File: src/rtl/core/wfd_pkg.sv
package wfd_pkg;

    // Result kinds.
    localparam logic [2:0] KIND_MSG_BYTE  = 3'd0;
    localparam logic [2:0] KIND_PONG_BYTE = 3'd1;
    localparam logic [2:0] KIND_COMMIT    = 3'd2;
    localparam logic [2:0] KIND_DISCARD   = 3'd3;
    localparam logic [2:0] KIND_PONG_SEND = 3'd4;
    localparam logic [2:0] KIND_CLOSE     = 3'd5;

    // Close codes.
    localparam logic [9:0] CLOSE_NORMAL      = 10'd1000;
    localparam logic [9:0] CLOSE_PROTOCOL    = 10'd1002;
    localparam logic [9:0] CLOSE_UNSUPPORTED = 10'd1003;
    localparam logic [9:0] CLOSE_TOO_BIG     = 10'd1009;

    // Frame opcodes.
    localparam logic [3:0] OP_CONT = 4'h0;
    localparam logic [3:0] OP_TEXT = 4'h1;
    localparam logic [3:0] OP_BIN  = 4'h2;
    localparam logic [3:0] OP_CLS  = 4'h8;
    localparam logic [3:0] OP_PING = 4'h9;

    // Header length codes.
    localparam logic [6:0] LEN_MAX_SHORT = 7'd125;
    localparam logic [6:0] LEN_EXT16     = 7'd126;

    localparam logic [12:0] MAX_LEN_RESET = 13'd4096;

    typedef struct packed {
        logic [2:0]  kind;
        logic [7:0]  data_byte;
        logic [11:0] position;
        logic [12:0] length;
        logic [9:0]  close_code;
        logic        last;
    } t_result;

    function automatic t_result make_result(
        input logic [2:0]  kind,
        input logic [7:0]  data_byte,
        input logic [11:0] position,
        input logic [12:0] length,
        input logic [9:0]  close_code
    );
        t_result r;
        r.kind       = kind;
        r.data_byte  = data_byte;
        r.position   = position;
        r.length     = length;
        r.close_code = close_code;
        r.last       = 1'b0;
        return r;
    endfunction

endpackage

File: src/rtl/core/websocket_frame_deframer_core.sv
// A result item is written into the result queue when the byte that causes it is accepted.
// Throughput: one byte per cycle while o_in_ready is high; a byte may push two result items.
// The 4-entry result queue sets the rate: input ready drops with fewer than two free slots.
// Reset (synchronous, active low) clears the parser state, the halt flag and the queue,
// and sets the length limit register to 4096.
module websocket_frame_deframer_core #(
    parameter int unsigned MAX_MESSAGE_BYTES = 4096
) (
    input  logic        i_clk,
    input  logic        i_rst_n,
    input  logic        i_cfg_valid,
    output logic        o_cfg_ready,
    input  logic [12:0] i_max_message_len,
    input  logic        i_in_valid,
    output logic        o_in_ready,
    input  logic [7:0]  i_rx_byte,
    output logic        o_out_valid,
    input  logic        i_out_ready,
    output logic [2:0]  o_kind,
    output logic [7:0]  o_data_byte,
    output logic [11:0] o_position,
    output logic [12:0] o_length,
    output logic [9:0]  o_close_code,
    output logic        o_last
);
    import wfd_pkg::*;

    localparam int QAW    = 2;
    localparam int QDEPTH = 1 << QAW;

    // Configuration and parser state.
    logic [12:0] r_max_len;
    logic        r_in_payload,   n_in_payload;
    logic [3:0]  r_header_pos,   n_header_pos;
    logic [2:0]  r_ext_len,      n_ext_len;
    logic [31:0] r_frame_len,    n_frame_len;
    logic        r_fin,          n_fin;
    logic [3:0]  r_opcode,       n_opcode;
    logic [31:0] r_mask_key,     n_mask_key;
    logic [12:0] r_payload_cnt,  n_payload_cnt;
    logic        r_reasm_open,   n_reasm_open;
    logic [12:0] r_reasm_len,    n_reasm_len;
    logic        r_overflow,     n_overflow;
    logic        r_halted,       n_halted;

    // Result queue.
    t_result          r_queue [QDEPTH];
    logic [QAW-1:0]   r_wr_ptr, r_rd_ptr;
    logic [QAW:0]     r_count;

    logic        in_fire, out_fire;
    logic [12:0] limit;
    t_result     push_res [2];
    logic [1:0]  push_cnt;
    logic        do_end;
    logic [7:0]  key_byte;
    logic [7:0]  plain;
    logic [13:0] msg_pos;

    assign o_cfg_ready = 1'b1;
    assign o_in_ready  = r_count <= (QAW+1)'(QDEPTH - 2);
    assign o_out_valid = r_count != '0;
    assign in_fire     = i_in_valid && o_in_ready;
    assign out_fire    = o_out_valid && i_out_ready;

    assign o_kind       = r_queue[r_rd_ptr].kind;
    assign o_data_byte  = r_queue[r_rd_ptr].data_byte;
    assign o_position   = r_queue[r_rd_ptr].position;
    assign o_length     = r_queue[r_rd_ptr].length;
    assign o_close_code = r_queue[r_rd_ptr].close_code;
    assign o_last       = r_queue[r_rd_ptr].last;

    // The register value is saturated to the build-time maximum.
    always_comb begin
        if ({19'd0, r_max_len} > 32'(MAX_MESSAGE_BYTES)) begin
            limit = 13'(MAX_MESSAGE_BYTES);
        end else begin
            limit = r_max_len;
        end
    end

    always_comb begin
        unique case (r_payload_cnt[1:0])
            2'd0:    key_byte = r_mask_key[31:24];
            2'd1:    key_byte = r_mask_key[23:16];
            2'd2:    key_byte = r_mask_key[15:8];
            default: key_byte = r_mask_key[7:0];
        endcase
    end

    assign plain   = i_rx_byte ^ key_byte;
    assign msg_pos = {1'b0, r_reasm_len} + {1'b0, r_payload_cnt};

    always_comb begin
        n_in_payload  = r_in_payload;
        n_header_pos  = r_header_pos;
        n_ext_len     = r_ext_len;
        n_frame_len   = r_frame_len;
        n_fin         = r_fin;
        n_opcode      = r_opcode;
        n_mask_key    = r_mask_key;
        n_payload_cnt = r_payload_cnt;
        n_reasm_open  = r_reasm_open;
        n_reasm_len   = r_reasm_len;
        n_overflow    = r_overflow;
        n_halted      = r_halted;
        push_res[0]   = make_result(KIND_MSG_BYTE, 8'd0, 12'd0, 13'd0, 10'd0);
        push_res[1]   = push_res[0];
        push_cnt      = 2'd0;
        do_end        = 1'b0;

        if (in_fire && !r_halted) begin
            if (r_in_payload) begin
                if (r_opcode == OP_BIN || (r_opcode == OP_CONT && r_reasm_open)) begin
                    if (r_overflow || msg_pos >= {1'b0, limit}) begin
                        n_overflow = 1'b1;
                    end else begin
                        push_res[push_cnt[0]] = make_result(KIND_MSG_BYTE, plain,
                                                            msg_pos[11:0], 13'd0, 10'd0);
                        push_cnt = push_cnt + 2'd1;
                    end
                end else if (r_opcode == OP_PING) begin
                    push_res[push_cnt[0]] = make_result(KIND_PONG_BYTE, plain,
                                                        r_payload_cnt[11:0], 13'd0, 10'd0);
                    push_cnt = push_cnt + 2'd1;
                end
                n_payload_cnt = r_payload_cnt + 13'd1;
                if ({19'd0, n_payload_cnt} >= r_frame_len) begin
                    do_end = 1'b1;
                end
            end else begin
                priority if (r_header_pos == 4'd0) begin
                    n_fin    = i_rx_byte[7];
                    n_opcode = i_rx_byte[3:0];
                    if (i_rx_byte[6:4] != 3'd0 || i_rx_byte[2:0] > 3'd2) begin
                        push_res[push_cnt[0]] = make_result(KIND_CLOSE, 8'd0, 12'd0, 13'd0,
                                                            CLOSE_PROTOCOL);
                        push_cnt = push_cnt + 2'd1;
                        n_halted = 1'b1;
                    end
                end else if (r_header_pos == 4'd1) begin
                    if (!i_rx_byte[7]) begin
                        push_res[push_cnt[0]] = make_result(KIND_CLOSE, 8'd0, 12'd0, 13'd0,
                                                            CLOSE_PROTOCOL);
                        push_cnt = push_cnt + 2'd1;
                        n_halted = 1'b1;
                    end else if (i_rx_byte[6:0] <= LEN_MAX_SHORT) begin
                        n_ext_len   = 3'd0;
                        n_frame_len = {25'd0, i_rx_byte[6:0]};
                    end else if (i_rx_byte[6:0] == LEN_EXT16) begin
                        n_ext_len   = 3'd2;
                        n_frame_len = 32'd0;
                    end else begin
                        n_ext_len   = 3'd4;
                        n_frame_len = 32'd0;
                    end
                end else if (r_header_pos < 4'd2 + {1'b0, r_ext_len}) begin
                    n_frame_len = {r_frame_len[23:0], i_rx_byte};
                end else begin
                    n_mask_key = {r_mask_key[23:0], i_rx_byte};
                end

                if (!n_halted) begin
                    n_header_pos = r_header_pos + 4'd1;
                    if (n_header_pos == 4'd6 + {1'b0, n_ext_len}) begin
                        n_header_pos = 4'd0;
                        if (n_frame_len > {19'd0, limit}) begin
                            push_res[push_cnt[0]] = make_result(KIND_CLOSE, 8'd0, 12'd0,
                                                                13'd0, CLOSE_TOO_BIG);
                            push_cnt = push_cnt + 2'd1;
                            n_halted = 1'b1;
                        end else begin
                            n_payload_cnt = 13'd0;
                            if (n_opcode == OP_BIN) begin
                                // A new message drops any message still being assembled.
                                if (r_reasm_open) begin
                                    push_res[push_cnt[0]] = make_result(KIND_DISCARD, 8'd0,
                                                                        12'd0, 13'd0, 10'd0);
                                    push_cnt = push_cnt + 2'd1;
                                end
                                n_reasm_open = 1'b1;
                                n_reasm_len  = 13'd0;
                                n_overflow   = 1'b0;
                            end
                            if (n_frame_len == 32'd0) begin
                                do_end = 1'b1;
                            end else begin
                                n_in_payload = 1'b1;
                            end
                        end
                    end
                end
            end

            if (do_end) begin
                n_in_payload = 1'b0;
                n_header_pos = 4'd0;
                unique case (n_opcode)
                    OP_CONT, OP_BIN: begin
                        if (n_opcode == OP_CONT && !n_reasm_open) begin
                            push_res[push_cnt[0]] = make_result(KIND_CLOSE, 8'd0, 12'd0,
                                                                13'd0, CLOSE_PROTOCOL);
                            push_cnt = push_cnt + 2'd1;
                            n_halted = 1'b1;
                        end else if (n_overflow) begin
                            push_res[push_cnt[0]] = make_result(KIND_DISCARD, 8'd0, 12'd0,
                                                                13'd0, 10'd0);
                            push_cnt = push_cnt + 2'd1;
                            n_reasm_open = 1'b0;
                            n_reasm_len  = 13'd0;
                            n_overflow   = 1'b0;
                        end else begin
                            n_reasm_len = n_reasm_len + n_frame_len[12:0];
                            if (n_fin) begin
                                // An empty message is dropped without a commit.
                                if (n_reasm_len != 13'd0) begin
                                    push_res[push_cnt[0]] = make_result(KIND_COMMIT, 8'd0,
                                                                        12'd0, n_reasm_len,
                                                                        10'd0);
                                    push_cnt = push_cnt + 2'd1;
                                end
                                n_reasm_open = 1'b0;
                                n_reasm_len  = 13'd0;
                                n_overflow   = 1'b0;
                            end
                        end
                    end
                    OP_TEXT: begin
                        push_res[push_cnt[0]] = make_result(KIND_CLOSE, 8'd0, 12'd0, 13'd0,
                                                            CLOSE_UNSUPPORTED);
                        push_cnt = push_cnt + 2'd1;
                        n_halted = 1'b1;
                    end
                    OP_CLS: begin
                        push_res[push_cnt[0]] = make_result(KIND_CLOSE, 8'd0, 12'd0, 13'd0,
                                                            CLOSE_NORMAL);
                        push_cnt = push_cnt + 2'd1;
                        n_halted = 1'b1;
                    end
                    OP_PING: begin
                        push_res[push_cnt[0]] = make_result(KIND_PONG_SEND, 8'd0, 12'd0,
                                                            n_frame_len[12:0], 10'd0);
                        push_cnt = push_cnt + 2'd1;
                    end
                    default: begin
                    end
                endcase
            end

            if (push_cnt == 2'd1) begin
                push_res[0].last = 1'b1;
            end else if (push_cnt == 2'd2) begin
                push_res[1].last = 1'b1;
            end
        end
    end

    always_ff @(posedge i_clk) begin
        if (!i_rst_n) begin
            r_max_len     <= MAX_LEN_RESET;
            r_in_payload  <= 1'b0;
            r_header_pos  <= 4'd0;
            r_ext_len     <= 3'd0;
            r_frame_len   <= 32'd0;
            r_fin         <= 1'b0;
            r_opcode      <= 4'd0;
            r_mask_key    <= 32'd0;
            r_payload_cnt <= 13'd0;
            r_reasm_open  <= 1'b0;
            r_reasm_len   <= 13'd0;
            r_overflow    <= 1'b0;
            r_halted      <= 1'b0;
            r_wr_ptr      <= '0;
            r_rd_ptr      <= '0;
            r_count       <= '0;
        end else begin
            if (i_cfg_valid && o_cfg_ready) begin
                r_max_len <= i_max_message_len;
            end
            r_in_payload  <= n_in_payload;
            r_header_pos  <= n_header_pos;
            r_ext_len     <= n_ext_len;
            r_frame_len   <= n_frame_len;
            r_fin         <= n_fin;
            r_opcode      <= n_opcode;
            r_mask_key    <= n_mask_key;
            r_payload_cnt <= n_payload_cnt;
            r_reasm_open  <= n_reasm_open;
            r_reasm_len   <= n_reasm_len;
            r_overflow    <= n_overflow;
            r_halted      <= n_halted;
            r_wr_ptr      <= r_wr_ptr + QAW'(push_cnt);
            if (out_fire) begin
                r_rd_ptr <= r_rd_ptr + 1'b1;
            end
            r_count <= r_count + (QAW+1)'(push_cnt) - (QAW+1)'(out_fire);
        end
    end

    always_ff @(posedge i_clk) begin
        if (push_cnt != 2'd0) begin
            r_queue[r_wr_ptr] <= push_res[0];
        end
        if (push_cnt == 2'd2) begin
            r_queue[r_wr_ptr + 1'b1] <= push_res[1];
        end
    end

endmodule

File: config.mk
export PLATFORM = sky130hd
export DESIGN_NAME = websocket_frame_deframer_core
export DESIGN_NICKNAME = d
export VERILOG_FILES = /design/src/rtl/core/wfd_pkg.sv /design/src/rtl/core/websocket_frame_deframer_core.sv
export SDC_FILE = /design/constraint.sdc
export NUM_CORES = 1
export LEC_CHECK = 0
export BUFFER_PORTS_ARGS = -buffer_cell sky130_fd_sc_hd__buf_2
export CORE_AREA = 2 2 171 173
export CTS_BUF_LIST = sky130_fd_sc_hd__clkbuf_2 sky130_fd_sc_hd__clkbuf_4 sky130_fd_sc_hd__clkbuf_8
export DETAILED_ROUTE_END_ITERATION = 10
export DIE_AREA = 0 0 173 175
export PLACE_DENSITY = 0.75
export SYNTH_ARGS = -nofsm -noshare
export SYNTH_HDL_FRONTEND = slang
export SYNTH_SLANG_ARGS = --single-unit
File: constraint.sdc
create_clock -name i_clk -period 12.9 [get_ports i_clk]
set_input_delay 1.935 -clock i_clk [delete_from_list [all_inputs] [get_ports i_clk]]
set_output_delay 1.935 -clock i_clk [all_outputs]
set_load 0.005 [all_outputs]
==> flow_summary.json <==
{
  "synth_top_area_share_pct": 30.0,
  "setup.worst_path.class": "input port to flip-flop",
  "r2r-end": "r_count[2]",
  "cts_buffers": 50,
  "setup.worst_path.end_class": "flip-flop",
  "drt-initial-drc-count": 1299,
  "max-slew-margin-rel_pct": 21.8,
  "dp_hpwl_um": 30800,
  "syn_area_per_cell_um2": 10.0,
  "detailroute.via_count": 13200,
  "timing.rr.start": "r_ext_len[1]",
  "die_width_um": 173,
  "cts_sinks": 296,
  "die-height_um": 175,
  "post_cts_resized": 0,
  "grt_max_degree": 128,
  "crit_fanout": 17,
  "slew_violations": 0,
  "irDropWorstVdd_v": 0.0000961,
  "initial_utilization_pct": 59.2,
  "worst_r2r_path_depth": 37,
  "drt_pre_antenna_iters": 5,
  "finalCritPeriodShare_pct": 68.8,
  "placementRows": 62,
  "grt_setup_unrepaired": "no",
  "finish.cell_count_without_fillers": 2161,
  "synth_most_common_cell": "sky130_fd_sc_hd__nor2_1",
  "clock_tree.root_cell": "sky130_fd_sc_hd__clkbuf_8",
  "worst-path-buf-inv": 4,
  "clockBufferDepth": 3,
  "setup_tns_ns": 0,
  "drc_errors": 0,
  "top_level_ports": 76,
  "insertion_delay_ns": 0.60,
  "hold_path_sink": "r_mask_key[29]",
  "placedCellCount": 2072,
  "slowest_delay_ns": 0.51,
  "worst-endpoint-arrival_ns": 9.35,
  "critical_path_required_ns": 13.38,
  "area_grow_syn2layout_pct": 10.3,
  "cts.clk_slew.worst_paths_ns": 0.06,
  "ffs_latches_synth": 296,
  "fin_total_pwr_mw": 2.58,
  "postSynthCellCount": 1678,
  "core_area_um2": 28400,
  "layout-drive-gt1-share_pct": 16.1,
  "tritoncts": "yes",
  "timing_worst_slew_pin_value_ns": 1.17,
  "route.final.wire_length_um": 43300,
  "yosys.area.top_type": "sky130_fd_sc_hd__edfxtp_1",
  "gr-usage-met2_pct": 45.1,
  "timing.fmax_ghz": 0.113,
  "first_pass_grt_wire_length_um": 68800,
  "synthesis.yosys.warnings": 0,
  "globalRouteMet1Util_pct": 39.5,
  "routedWlPerCell_um": 20.0,
  "hold_sp": "r_mask_key[29]",
  "hold_class": "flip-flop to flip-flop",
  "critical-path-slowest-cell": "sky130_fd_sc_hd__o41ai_1",
  "globalRouteOverflowTotal": 0,
  "layout.filler_cells": 2330,
  "timing.hold.worst_path_depth": 2,
  "synth.top_cells.by_area": "sky130_fd_sc_hd__edfxtp_1 30%, sky130_fd_sc_hd__dfxtp_1 15%, sky130_fd_sc_hd__ha_1 6.3%, sky130_fd_sc_hd__mux4_2 5.6%, sky130_fd_sc_hd__nor2_1 5.0%",
  "gate_family_responsible_for_the_most_delay_along_the_worst_path": "compound AO/OA/AOI/OAI gates",
  "final-setup-viol-count": 0,
  "power.leakage_nw": 7.06,
  "synth-edff-count": 168,
  "grt_pass1_vias": 12700,
  "final.hold.worst_slack_ns": 0.464,
  "syn-num-nets": 1792,
  "timing.final.hold_violations": 0,
  "layout.nets": 1854,
  "path_common_cell": "sky130_fd_sc_hd__ha_1",
  "max_cap_viol_count": 0,
  "insertedDiodeCount": 0,
  "gp_routability_congestion": 0.924,
  "postRouteAntennaNets": 0,
  "antenna_found_initial": 0,
  "outcome": "complete, no violations",
  "setup.reg_to_reg.worst_slack_ns": 4.25,
  "synth_area_um2": 16800,
  "postSynth.asyncResetShare_pct": 0,
  "finalClockSkew_ns": 0.0397,
  "power.density_cell_area_nw_per_um2": 139,
  "globalRouteMet3Util_pct": 4.24,
  "synth.lib_cells_used.distinct": 95,
  "primary_flip_flop_cell_chosen_by_synthesis_mapping": "sky130_fd_sc_hd__edfxtp_1",
  "floorplan.die_area_um2": 30300,
  "yosys-top-cells-count": "223 x sky130_fd_sc_hd__nor2_1, 217 x sky130_fd_sc_hd__nand2_1, 168 x sky130_fd_sc_hd__edfxtp_1, 128 x sky130_fd_sc_hd__dfxtp_1, 85 x sky130_fd_sc_hd__ha_1",
  "cts_hold_buffers": 0,
  "route.detailed.vias_per_inst": 6.11,
  "ctsHtreeMaxLevel": 2,
  "track_usage_pct": 28.4,
  "port_buffers": 73,
  "finalWorstPathRequiredPeriod_ns": 8.87,
  "final_util_pct": 65.3,
  "busiest_layer": "met2",
  "cts_post_setup_buffers_inserted": 0,
  "synth.yosys.seq_area_share_pct": 45.2,
  "worst_setup_path_start_kind": "input port"
}
kinds of logic (layout without fill, tap and decap cells):
kind of cell | Yosys count | in the layout | synth area share (%)
AOI/OAI and AO/OA | 363 | 363 | 15.5
adders and majority gates | 88 | 88 | 6.68
other | 2 | 2 | 0.0447
DFF | 296 | 296 | 45.2
buffers and inverters | 133 | 232 | 3.21
and+or+nand+nor | 681 | 681 | 19.7
muxes | 65 | 65 | 7.00
xor gates and xnor gates | 50 | 50 | 2.65
flip-flops by register name (all words and copies together), names as in the netlist, named ones only:
| register | flops |
|---|---|
| r_reasm_len | 13 |
| r_count | 3 |
| r_reasm_open | 1 |
| r_overflow | 1 |
| r_payload_cnt | 13 |
| r_fin | 1 |
| r_max_len | 13 |
| r_ext_len | 3 |
| r_header_pos | 4 |
| r_opcode | 4 |
| r_rd_ptr | 2 |
| r_mask_key | 32 |
| r_wr_ptr | 2 |
| r_in_payload | 1 |
| r_frame_len | 32 |
| r_queue | 168 |
| r_halted | 1 |
cell usage in the layout, fill, tap and decap left out, types with 29 or more instances in the layout:
cell / count
sky130_fd_sc_hd__nand2_1: 217
sky130_fd_sc_hd__inv_1: 46
sky130_fd_sc_hd__and2_1: 35
sky130_fd_sc_hd__o21ai_0: 64
sky130_fd_sc_hd__edfxtp_1: 168
sky130_fd_sc_hd__ha_1: 85
sky130_fd_sc_hd__a21oi_1: 53
sky130_fd_sc_hd__a21boi_0: 49
sky130_fd_sc_hd__nor2b_1: 55
sky130_fd_sc_hd__nor2_1: 223
sky130_fd_sc_hd__mux4_2: 42
sky130_fd_sc_hd__clkbuf_8: 56
sky130_fd_sc_hd__dfxtp_1: 126
sky130_fd_sc_hd__nand3_1: 29
sky130_fd_sc_hd__buf_2: 73
worst max-delay path by stage:
stage,startpoint,to,slack [ns],depth (start not counted)
after global routing,i_rx_byte[7],r_count[2],3.38,35
final,i_rx_byte[7],r_count[2],4.03,35
after detailed placement,i_rx_byte[7],r_count[2],3.58,35
after global placement,i_rx_byte[7],r_count[2],3.75,35
after floorplan,i_rx_byte[2],r_queue[3][0],1.92,31
after CTS,i_rx_byte[7],r_count[2],4.15,35
per-layer routing:
layer | vias to the layer above | part of all wire, %
li1 | 6216 | -
met1 | 6344 | 43
met2 | 532 | 46
met3 | 115 | 6.9
met4 | 0 | 4.0
met5 | - | 0
through the flow:
| stage | instance area, µm² | worst slack, ns |
|---|---|---|
| after floorplan | 16800 | 1.92 |
| after global placement | 17500 | 3.75 |
| after detailed placement | 17500 | 3.58 |
| after CTS | 18500 | 4.15 |
| after global routing | 18500 | 3.38 |
| final | 18500 | 4.03 |
worst min-delay path: stages (launching register included):
cell and delay, ns:
sky130_fd_sc_hd__dfxtp_1 0.30, sky130_fd_sc_hd__nand2_1 0.04, sky130_fd_sc_hd__a21boi_0 0.06
power breakdown:
group / total (mW) / leakage [nW] / switching, mW / internal, mW
Clock: 0.853 / 0.550 / 0.381 / 0.472
Combinational: 0.615 / 3.95 / 0.345 / 0.269
Sequential: 1.12 / 2.56 / 0.0380 / 1.08
area by class of cell:
type / count / area, µm² / area share [%]
clock buffers: 74 / 906 / 4.89
clock inverters: 15 / 121 / 0.655
inverters: 48 / 180 / 0.972
multi-input cells: 1249 / 8710 / 47.0
flip-flops and latches: 296 / 7610 / 41.0
well taps: 384 / 480 / 2.59
repair buffers: 95 / 531 / 2.86
(Power assumes the default switching activity.)
